File: config.mk
export PLATFORM = sky130hd
export DESIGN_NAME = thai_cell_segmenter
export DESIGN_NICKNAME = d
export VERILOG_FILES = /design/src/tcs_pkg.sv /design/src/tcs_classify.sv /design/src/tcs_rules.sv /design/src/thai_cell_segmenter.sv
export SDC_FILE = /design/constraint.sdc
export NUM_CORES = 1
export LEC_CHECK = 0
export ABC_AREA = 1
export BUFFER_PORTS_ARGS = -buffer_cell sky130_fd_sc_hd__buf_2
export CORE_MARGIN = 2
export CORE_UTILIZATION = 25
export CTS_CLUSTER_SIZE = 8
export DETAILED_ROUTE_END_ITERATION = 12
export PLACE_DENSITY = 0.59
export SYNTH_ARGS = -nofsm -noshare
export SYNTH_HDL_FRONTEND = slang
export SYNTH_SLANG_ARGS = --single-unit
File: constraint.sdc
create_clock -name i_clk -period 2.85 [get_ports i_clk]
set_input_delay 0 -clock i_clk [delete_from_list [all_inputs] [get_ports i_clk]]
set_output_delay 0 -clock i_clk [all_outputs]
set_load 0.05 [all_outputs]
File: src/tcs_pkg.sv
// ---------------------------------------------------------------------------
// tcs_pkg: shared types and tables for the Thai cell segmenter
// Class codes, check verdicts, the class table and the pair rule tables.
// ---------------------------------------------------------------------------
package tcs_pkg;

    localparam int UNIT_W = 16;
    localparam int IDX_W = 8;
    localparam logic [UNIT_W-1:0] THAI_OFFSET = 16'd3424;
    localparam logic [IDX_W-1:0] TABLE_TOP = 8'd255;
    localparam int NUM_CLASSES = 17;

    localparam logic [2:0] ADDR_CHECK_LEVEL = 3'd0;
    localparam logic [2:0] ADDR_WIDE_UNITS = 3'd4;
    localparam int REG_IDX_BIT = 2;

    typedef enum logic [4:0] {
        CL_CT = 5'd0,  CL_NO = 5'd1,  CL_CO = 5'd2,  CL_LV = 5'd3,
        CL_F1 = 5'd4,  CL_F2 = 5'd5,  CL_F3 = 5'd6,  CL_B1 = 5'd7,
        CL_B2 = 5'd8,  CL_BD = 5'd9,  CL_TO = 5'd10, CL_A1 = 5'd11,
        CL_A2 = 5'd12, CL_A3 = 5'd13, CL_V1 = 5'd14, CL_V2 = 5'd15,
        CL_V3 = 5'd16
    } t_class;

    typedef enum logic [2:0] {
        VD_ACC = 3'd0,
        VD_CMP = 3'd1,
        VD_SWP = 3'd2,
        VD_REJ = 3'd3,
        VD_CTL = 3'd4
    } t_verdict;

    typedef enum logic [1:0] {
        LV_PASS   = 2'd0,
        LV_BASIC  = 2'd1,
        LV_STRICT = 2'd2,
        LV_RSVD   = 2'd3
    } t_level;

    typedef struct packed {
        t_class unit_class;
        logic   in_range;
    } t_unit_info;

    typedef struct packed {
        logic     joins;
        t_verdict verdict;
        logic     allowed;
    } t_rule_out;

    // bit c of row p: class c stacks onto a cell that ends in class p
    localparam logic [NUM_CLASSES-1:0] JOIN_MASK [NUM_CLASSES] = '{
        17'h00000, 17'h00000, 17'h1FFF0, 17'h00000, 17'h00000, 17'h00000,
        17'h00000, 17'h00C00, 17'h00400, 17'h00000, 17'h00010, 17'h00000,
        17'h00000, 17'h00000, 17'h00C00, 17'h00400, 17'h01400
    };

    localparam t_verdict VERDICT_TBL [NUM_CLASSES][NUM_CLASSES] = '{
        '{VD_CTL, VD_ACC, VD_ACC, VD_ACC, VD_REJ, VD_REJ, VD_REJ, VD_REJ, VD_REJ,
          VD_REJ, VD_REJ, VD_REJ, VD_REJ, VD_REJ, VD_REJ, VD_REJ, VD_REJ},
        '{VD_CTL, VD_ACC, VD_ACC, VD_ACC, VD_REJ, VD_REJ, VD_REJ, VD_REJ, VD_REJ,
          VD_REJ, VD_REJ, VD_REJ, VD_REJ, VD_REJ, VD_REJ, VD_REJ, VD_REJ},
        '{VD_CTL, VD_ACC, VD_ACC, VD_ACC, VD_ACC, VD_SWP, VD_ACC, VD_CMP, VD_CMP,
          VD_CMP, VD_CMP, VD_CMP, VD_CMP, VD_CMP, VD_CMP, VD_CMP, VD_CMP},
        '{VD_CTL, VD_SWP, VD_ACC, VD_SWP, VD_SWP, VD_SWP, VD_SWP, VD_REJ, VD_REJ,
          VD_REJ, VD_REJ, VD_REJ, VD_REJ, VD_REJ, VD_REJ, VD_REJ, VD_REJ},
        '{VD_CTL, VD_SWP, VD_ACC, VD_SWP, VD_ACC, VD_SWP, VD_ACC, VD_REJ, VD_REJ,
          VD_REJ, VD_REJ, VD_REJ, VD_REJ, VD_REJ, VD_REJ, VD_REJ, VD_REJ},
        '{VD_CTL, VD_ACC, VD_ACC, VD_ACC, VD_ACC, VD_SWP, VD_ACC, VD_REJ, VD_REJ,
          VD_REJ, VD_REJ, VD_REJ, VD_REJ, VD_REJ, VD_REJ, VD_REJ, VD_REJ},
        '{VD_CTL, VD_ACC, VD_ACC, VD_ACC, VD_SWP, VD_ACC, VD_SWP, VD_REJ, VD_REJ,
          VD_REJ, VD_REJ, VD_REJ, VD_REJ, VD_REJ, VD_REJ, VD_REJ, VD_REJ},
        '{VD_CTL, VD_ACC, VD_ACC, VD_ACC, VD_ACC, VD_SWP, VD_ACC, VD_REJ, VD_REJ,
          VD_REJ, VD_CMP, VD_CMP, VD_REJ, VD_REJ, VD_REJ, VD_REJ, VD_REJ},
        '{VD_CTL, VD_ACC, VD_ACC, VD_ACC, VD_SWP, VD_SWP, VD_ACC, VD_REJ, VD_REJ,
          VD_REJ, VD_CMP, VD_REJ, VD_REJ, VD_REJ, VD_REJ, VD_REJ, VD_REJ},
        '{VD_CTL, VD_ACC, VD_ACC, VD_ACC, VD_SWP, VD_SWP, VD_ACC, VD_REJ, VD_REJ,
          VD_REJ, VD_REJ, VD_REJ, VD_REJ, VD_REJ, VD_REJ, VD_REJ, VD_REJ},
        '{VD_CTL, VD_ACC, VD_ACC, VD_ACC, VD_ACC, VD_ACC, VD_ACC, VD_REJ, VD_REJ,
          VD_REJ, VD_REJ, VD_REJ, VD_REJ, VD_REJ, VD_REJ, VD_REJ, VD_REJ},
        '{VD_CTL, VD_ACC, VD_ACC, VD_ACC, VD_SWP, VD_SWP, VD_ACC, VD_REJ, VD_REJ,
          VD_REJ, VD_REJ, VD_REJ, VD_REJ, VD_REJ, VD_REJ, VD_REJ, VD_REJ},
        '{VD_CTL, VD_ACC, VD_ACC, VD_ACC, VD_SWP, VD_SWP, VD_ACC, VD_REJ, VD_REJ,
          VD_REJ, VD_REJ, VD_REJ, VD_REJ, VD_REJ, VD_REJ, VD_REJ, VD_REJ},
        '{VD_CTL, VD_ACC, VD_ACC, VD_ACC, VD_SWP, VD_SWP, VD_ACC, VD_REJ, VD_REJ,
          VD_REJ, VD_REJ, VD_REJ, VD_REJ, VD_REJ, VD_REJ, VD_REJ, VD_REJ},
        '{VD_CTL, VD_ACC, VD_ACC, VD_ACC, VD_SWP, VD_SWP, VD_ACC, VD_REJ, VD_REJ,
          VD_REJ, VD_CMP, VD_CMP, VD_REJ, VD_REJ, VD_REJ, VD_REJ, VD_REJ},
        '{VD_CTL, VD_ACC, VD_ACC, VD_ACC, VD_SWP, VD_SWP, VD_ACC, VD_REJ, VD_REJ,
          VD_REJ, VD_CMP, VD_REJ, VD_REJ, VD_REJ, VD_REJ, VD_REJ, VD_REJ},
        '{VD_CTL, VD_ACC, VD_ACC, VD_ACC, VD_SWP, VD_SWP, VD_ACC, VD_REJ, VD_REJ,
          VD_REJ, VD_CMP, VD_REJ, VD_CMP, VD_REJ, VD_REJ, VD_REJ, VD_REJ}
    };

    // TIS-620 byte to character class
    function automatic t_class class_of(input logic [IDX_W-1:0] idx);
        t_class c;
        if (idx < 8'h20) begin
            c = CL_CT;
        end else if (idx < 8'h7F) begin
            c = CL_NO;
        end else if (idx < 8'hA0) begin
            c = CL_CT;
        end else if (idx == 8'hA0) begin
            c = CL_NO;
        end else if (idx < 8'hC0) begin
            c = CL_CO;
        end else if (idx == TABLE_TOP) begin
            c = CL_CT;
        end else begin
            case (idx)
                8'hC4, 8'hC6: c = CL_F3;
                8'hCF:        c = CL_NO;
                8'hD0, 8'hD2, 8'hD3: c = CL_F1;
                8'hD1, 8'hD6: c = CL_V2;
                8'hD4:        c = CL_V1;
                8'hD5, 8'hD7: c = CL_V3;
                8'hD8:        c = CL_B1;
                8'hD9:        c = CL_B2;
                8'hDA:        c = CL_BD;
                8'hE0, 8'hE1, 8'hE2, 8'hE3, 8'hE4: c = CL_LV;
                8'hE5:        c = CL_F2;
                8'hE7:        c = CL_A2;
                8'hE8, 8'hE9, 8'hEA, 8'hEB: c = CL_TO;
                8'hEC, 8'hED: c = CL_A1;
                8'hEE:        c = CL_A3;
                default: begin
                    c = (idx < 8'hCF) ? CL_CO : CL_NO;
                end
            endcase
        end
        return c;
    endfunction

endpackage

File: src/tcs_classify.sv
// ---------------------------------------------------------------------------
// tcs_classify: text unit to character class
// Maps a byte or a wide code unit into the class table and flags range.
// ---------------------------------------------------------------------------
module tcs_classify
    import tcs_pkg::*;
(
    input  logic [UNIT_W-1:0] i_unit,
    input  logic              i_wide,
    output t_unit_info        o_info
);

    logic [UNIT_W-1:0] diff;
    logic              wide_inr;
    logic [IDX_W-1:0]  idx;

    assign diff = i_unit - THAI_OFFSET;
    assign wide_inr = (i_unit >= THAI_OFFSET) && (diff[UNIT_W-1:IDX_W] == '0);

    always_comb begin
        if (i_wide) begin
            idx = diff[IDX_W-1:0];
            o_info.in_range = wide_inr;
        end else begin
            idx = i_unit[IDX_W-1:0];
            o_info.in_range = 1'b1;
        end
        o_info.unit_class = o_info.in_range ? class_of(idx) : CL_CT;
    end

endmodule

File: src/tcs_rules.sv
// ---------------------------------------------------------------------------
// tcs_rules: pair rules on previous and current class
// Cell joining, input-check verdict and level filter.
// ---------------------------------------------------------------------------
module tcs_rules
    import tcs_pkg::*;
(
    input  t_class     i_last_class,
    input  logic       i_prev_in_range,
    input  t_unit_info i_cur,
    input  t_level     i_level,
    output t_rule_out  o_rule
);

    t_class prev;

    assign prev = (i_last_class > CL_V3) ? CL_CT : i_last_class;

    always_comb begin
        o_rule.joins = i_prev_in_range && i_cur.in_range &&
                       JOIN_MASK[prev][i_cur.unit_class];
        o_rule.verdict = VERDICT_TBL[prev][i_cur.unit_class];
        case (i_level)
            LV_PASS:   o_rule.allowed = 1'b1;
            LV_BASIC:  o_rule.allowed = (o_rule.verdict != VD_REJ);
            LV_STRICT: o_rule.allowed = (o_rule.verdict != VD_REJ) &&
                                        (o_rule.verdict != VD_SWP);
            default:   o_rule.allowed = 1'b0;
        endcase
    end

endmodule

File: src/thai_cell_segmenter.sv
// ---------------------------------------------------------------------------
// thai_cell_segmenter: Thai display cell and input sequence check
// Classes each text unit and checks it against the previous unit's class.
//
//   channel  direction  handshake                payload
//   in       to block   i_in_valid / o_in_stall  i_code_unit, i_text_start
//   out      from block o_out_valid / i_out_stall o_joins_previous,
//                                                o_check_verdict, o_allowed,
//                                                o_unit_class, o_in_range
//   cfg      to block   APB psel/penable/pready  check_level, wide_units
//
// One word per cycle while the output is not stalled; a word passes the input register, then the result register.
// The previous-class register updates as a word leaves the input register,
// so the lookup and rule tables sit in one short path between the two.
// Reset clears both stages and sets previous class to control, in range.
// A stall on the output holds both stages; input stall follows when full.
// ---------------------------------------------------------------------------
module thai_cell_segmenter
    import tcs_pkg::*;
(
    input  logic              i_clk,
    input  logic              i_rst_n,
    input  logic              i_in_valid,
    output logic              o_in_stall,
    input  logic [UNIT_W-1:0] i_code_unit,
    input  logic              i_text_start,
    output logic              o_out_valid,
    input  logic              i_out_stall,
    output logic              o_joins_previous,
    output logic [2:0]        o_check_verdict,
    output logic              o_allowed,
    output logic [4:0]        o_unit_class,
    output logic              o_in_range,
    input  logic              psel,
    input  logic              penable,
    input  logic              pwrite,
    input  logic [2:0]        paddr,
    input  logic [31:0]       pwdata,
    output logic [31:0]       prdata,
    output logic              pready
);

    t_level            r_level;
    logic              r_wide;
    logic              r_s1_valid;
    logic [UNIT_W-1:0] r_s1_unit;
    logic              r_s1_start;
    t_class            r_last_class;
    logic              r_prev_in_range;
    logic              r_out_valid;
    t_rule_out         r_rule;
    t_unit_info        r_info;

    t_unit_info        cur_info;
    t_rule_out         cur_rule;
    t_class            eff_last_class;
    logic              prev_inr;
    logic              s2_free;
    logic              s1_move;
    logic              s1_free;
    logic              cfg_wr;

    assign pready = 1'b1;
    assign cfg_wr = psel && penable && pwrite;

    always_ff @(posedge i_clk) begin
        if (!i_rst_n) begin
            r_level <= LV_BASIC;
            r_wide  <= 1'b0;
        end else if (cfg_wr) begin
            if (paddr[REG_IDX_BIT] == ADDR_WIDE_UNITS[REG_IDX_BIT]) begin
                r_wide <= pwdata[0];
            end else begin
                r_level <= t_level'(pwdata[1:0]);
            end
        end
    end

    always_comb begin
        if (paddr[REG_IDX_BIT] == ADDR_CHECK_LEVEL[REG_IDX_BIT]) begin
            prdata = {30'd0, r_level};
        end else begin
            prdata = {31'd0, r_wide};
        end
    end

    assign s2_free = !r_out_valid || !i_out_stall;
    assign s1_move = r_s1_valid && s2_free;
    assign s1_free = !r_s1_valid || s2_free;
    assign o_in_stall = !s1_free;

    always_ff @(posedge i_clk) begin
        if (!i_rst_n) begin
            r_s1_valid <= 1'b0;
        end else if (s1_free) begin
            r_s1_valid <= i_in_valid;
        end
    end

    always_ff @(posedge i_clk) begin
        if (s1_free && i_in_valid) begin
            r_s1_unit  <= i_code_unit;
            r_s1_start <= i_text_start;
        end
    end

    tcs_classify u_classify (
        .i_unit (r_s1_unit),
        .i_wide (r_wide),
        .o_info (cur_info)
    );

    assign eff_last_class = r_s1_start ? CL_CT : r_last_class;
    assign prev_inr       = r_s1_start ? 1'b1 : r_prev_in_range;

    tcs_rules u_rules (
        .i_last_class    (eff_last_class),
        .i_prev_in_range (prev_inr),
        .i_cur           (cur_info),
        .i_level         (r_level),
        .o_rule          (cur_rule)
    );

    always_ff @(posedge i_clk) begin
        if (!i_rst_n) begin
            r_last_class    <= CL_CT;
            r_prev_in_range <= 1'b1;
            r_out_valid     <= 1'b0;
        end else begin
            if (s1_move) begin
                r_last_class    <= cur_info.unit_class;
                r_prev_in_range <= cur_info.in_range;
            end
            if (s2_free) begin
                r_out_valid <= r_s1_valid;
            end
        end
    end

    always_ff @(posedge i_clk) begin
        if (s1_move) begin
            r_rule <= cur_rule;
            r_info <= cur_info;
        end
    end

    assign o_out_valid      = r_out_valid;
    assign o_joins_previous = r_rule.joins;
    assign o_check_verdict  = r_rule.verdict;
    assign o_allowed        = r_rule.allowed;
    assign o_unit_class     = r_info.unit_class;
    assign o_in_range       = r_info.in_range;

endmodule

==> key figures <==
Setup path
  • CP endpoint kind: flip-flop
  • Crit path cell chain: ha_1 > nand2_1 > nand2_4 > inv_4 > nor2_8 > nand4_1 > nand2_1 > nor2_2 > nand3_2 > nand3_1 > nand2_4 > nor2_1 > nand2_1 > nor2_1 > nor2_1 > nand2_2 > nand3_2 > nand3_1 > nand2_1 > inv_1
  • Critical-path top delay cell: edfxtp_1
  • Max incr delay on CP: ~0.44 ns
  • Arrival time of the worst setup path: 2.66 ns
  • Required time worst endpoint: 2.91 ns
  • CP Max Fanout: 9
  • WS Path Type: reg2reg
  • Crit path top cell by count: nand2_1
  • Crit path launch type: flip-flop

Yosys
  • Syn Area/Cell: 7.94 sq um
  • Syn. warnings: 0
  • Synth area leader: edfxtp_1
  • FFs w/ async S/R, synth: 0
  • Register bit count reported by yosys: 39
  • Mapped cell area: about 2600 sq um
  • Mapped Cells: 326
  • Share of the synthesized area in the top cell type: 0.325
  • Proportion of synthesized chip area in sequential cells: 0.410
  • Commonest cells in the netlist: 48 x nand2_1, 41 x nor2_1, 40 x inv_1
  • Post-synthesis cell type count: 39
  • Number of synthesized flops with an enable pin: 28
  • Top post-synthesis cells by area: edfxtp_1 32%, buf_4 9.0%, dfxtp_1 8.5%, nand2_1 7.0%, nor2_1 5.9%
  • Most common cell in the synthesized netlist: nand2_1
  • Synth Flop Type: edfxtp_1

Global routing
  • Global routing usage on met1: 0.116
  • Initial antenna violation count: 0
  • Gr usage total: 0.0938
  • Pin count of the biggest net entering global routing: 23
  • M2 GR Usage: 0.160
  • Vias in the first global route: between 2000 and 2500
  • GR Overflow Total: 0
  • Global route hottest layer: met2
  • First-pass GRT wire length: 8690 um
  • GR Layer Usage met3: 0.0254

Final layout
  • Post-layout util: 0.313
  • Register Area: approximately 1100 sq um
  • Layout Nets: 455
  • Area Overhead vs Synth: 23.1%
  • Fin cells: 532
  • Footprint of the multi-input gates: 1210 sq um
  • Share of post-route cells with drive strength above 1: 0.237
  • Fillers: 1089
  • # diodes: 0

Clock network
  • TritonCTS Sinks: 39
  • Max clock buf depth: 2
  • CTS Root Cell: clkbuf_8
  • CTS buffer count: 5
  • Worst skew pair latency: about 0.29 ns
  • CTS tree: built
  • Clk slew on worst S/H paths: 0.08 ns
  • Max H-tree Level: 2

Timing
  • Worst Tran Pin Value: 0.594 ns
  • Final Hold Vio Count: 0
  • Post-route clock skew: slightly below 0.007 ns
  • Final setup vio count: 0
  • Hold slack: 0.00539 ns
  • Setup repair after global routing missed its margin: false
  • Max Freq: 384 MHz
  • Final Cycle Share: 0.914
  • Setup TNS: 0 ns
  • Slew margin rel.: 0.604
  • Worst setup margin: 0.245 ns
  • Slew Viols, Final: 0
  • Fin crit period: 2.61 ns

Floorplan
  • Core Box Area: 10200 sq um
  • Die ar.: 11200 sq um
  • Rows: 37
  • Die Span Y: ~110 um
  • Boundary pin count: ~110
  • Initial Util: 0.254
  • Die X: 106 um

Detailed routing
  • WL per Instance: 9.62 um
  • Final WL: 5120 um
  • DR iter-0 viols: 98
  • Post-DRT Antenna Nets: 0
  • Routed vias: 2198
  • DRC Markers: 0
  • Drt pass-1 iters: 4
  • Vias per Instance: ~4.1

Run
  • MaxCap Viol Count: 0

Power and ir drop
  • Leak pwr: 1.46 nW
  • Power Density: between 400 and 500 nW/um^2
  • Peak VDD IR: 0.252 mV

Worst hold path
  • Hold Crit Class: in2reg

Placed design
  • Pre-CTS setup slack: ~0.2 ns
  • Post-Place Cells: roughly 500
  • Final Wtd Congestion: 0.930
  • Dpl hpwl: ~4000 um
  • I/O Buffers: 41

Outcome
  • Outcome: finished clean
## layout make-up
cell class	count	area share
clock inverters	3	0.0137
flip-flops and latches	39	0.333
multi-input cells	234	0.381
well taps	136	0.0534
clock buffers	5	0.0216
repair buffers	65	0.137
inverters	50	0.0604
## kinds of logic after synthesis
logic type / synth area share
xor+xnor: 0.00338
compound gates: 0.114
fa+ha+maj: 0.00483
simple gates: 0.300
flops: 0.410
buf+inv: 0.166
other cells: 0.00290
## placed cells by master (no fill, tap or decap), types with 3 or more instances in the layout
cell           Yosys  final
nor2_4             4      4
a21oi_1           15     15
buf_2              0     41
nand2_2            9      8
o21ai_0           17     17
nor3_1             5      5
dfxtp_1           11     11
nand2_4            4      5
nand4_1            4      4
conb_1             2     31
nand3_2            4      4
edfxtp_1          28     28
o21ai_1            4      4
buf_4             31      3
inv_2              8      8
nand3_1           22     22
inv_1             40     40
nor2_1            41     41
nand2_1           48     48
nor2_2             3      3
clkbuf_8           0      5
dlygate4sd3_1      0     21
## critical path, delay by kind of cell, from the launching register on
family | cells | cell delay [ns]
simple gates | 17 | 1.52
flops | 1 | 0.44
fa+ha+maj | 1 | 0.30
buf+inv | 2 | 0.08
## per-layer routing
metal  vias to the layer above  wire, um  part of all wire
met5                         -         0                 0
met2                        81      2420              0.47
met4                         0        72             0.014
li1                       1142         -                 -
met3                         8       311             0.061
met1                       967      2320              0.45
## sequential cells by signal (all words and copies together), names as in the netlist, 2 cells and up
name / count
o_check_verdict: 3
o_unit_class: 5
r_last_class: 5
r_level: 2
r_s1_unit: 16
## where the power goes
| part | internal (W) | total, W | switching, W |
|---|---|---|---|
| combinational | 0.000102 | 0.000370 | 0.000268 |
| sequential | 0.000644 | 0.000662 | 0.0000176 |
| clock | 0.000261 | 0.000457 | 0.000197 |
| total | 0.00101 | 0.00149 | 0.000483 |
## final timing paths
check                    start     endpoint  slack [ns]  cells after the start
setup / recovery  r_s1_unit[6]    o_allowed        0.24                     20
hold / removal     i_out_stall  o_out_valid       0.005                      3
setup reg to reg  r_s1_unit[6]    o_allowed        0.24                     20
hold reg to reg     r_s1_valid  o_out_valid        0.49                      2
## metrics by stage
stage / area [sq um] / total power, W
2_1_floorplan: 2700 / 0.000988
3_3_place_gp: 2850 / 0.00102
3_5_place_dp: 2850 / 0.00102
4_1_cts: 3180 / 0.00150
5_1_grt: 3190 / 0.00157
6_report: 3190 / 0.00149
## repair_timing
action                     CTS  global route
hold endpoints to repair    21             0
setup endpoints to repair    0             2
setup buffers                0             1
resized for setup            0             1
hold buffers                21             0
(Power assumes the default switching activity.)
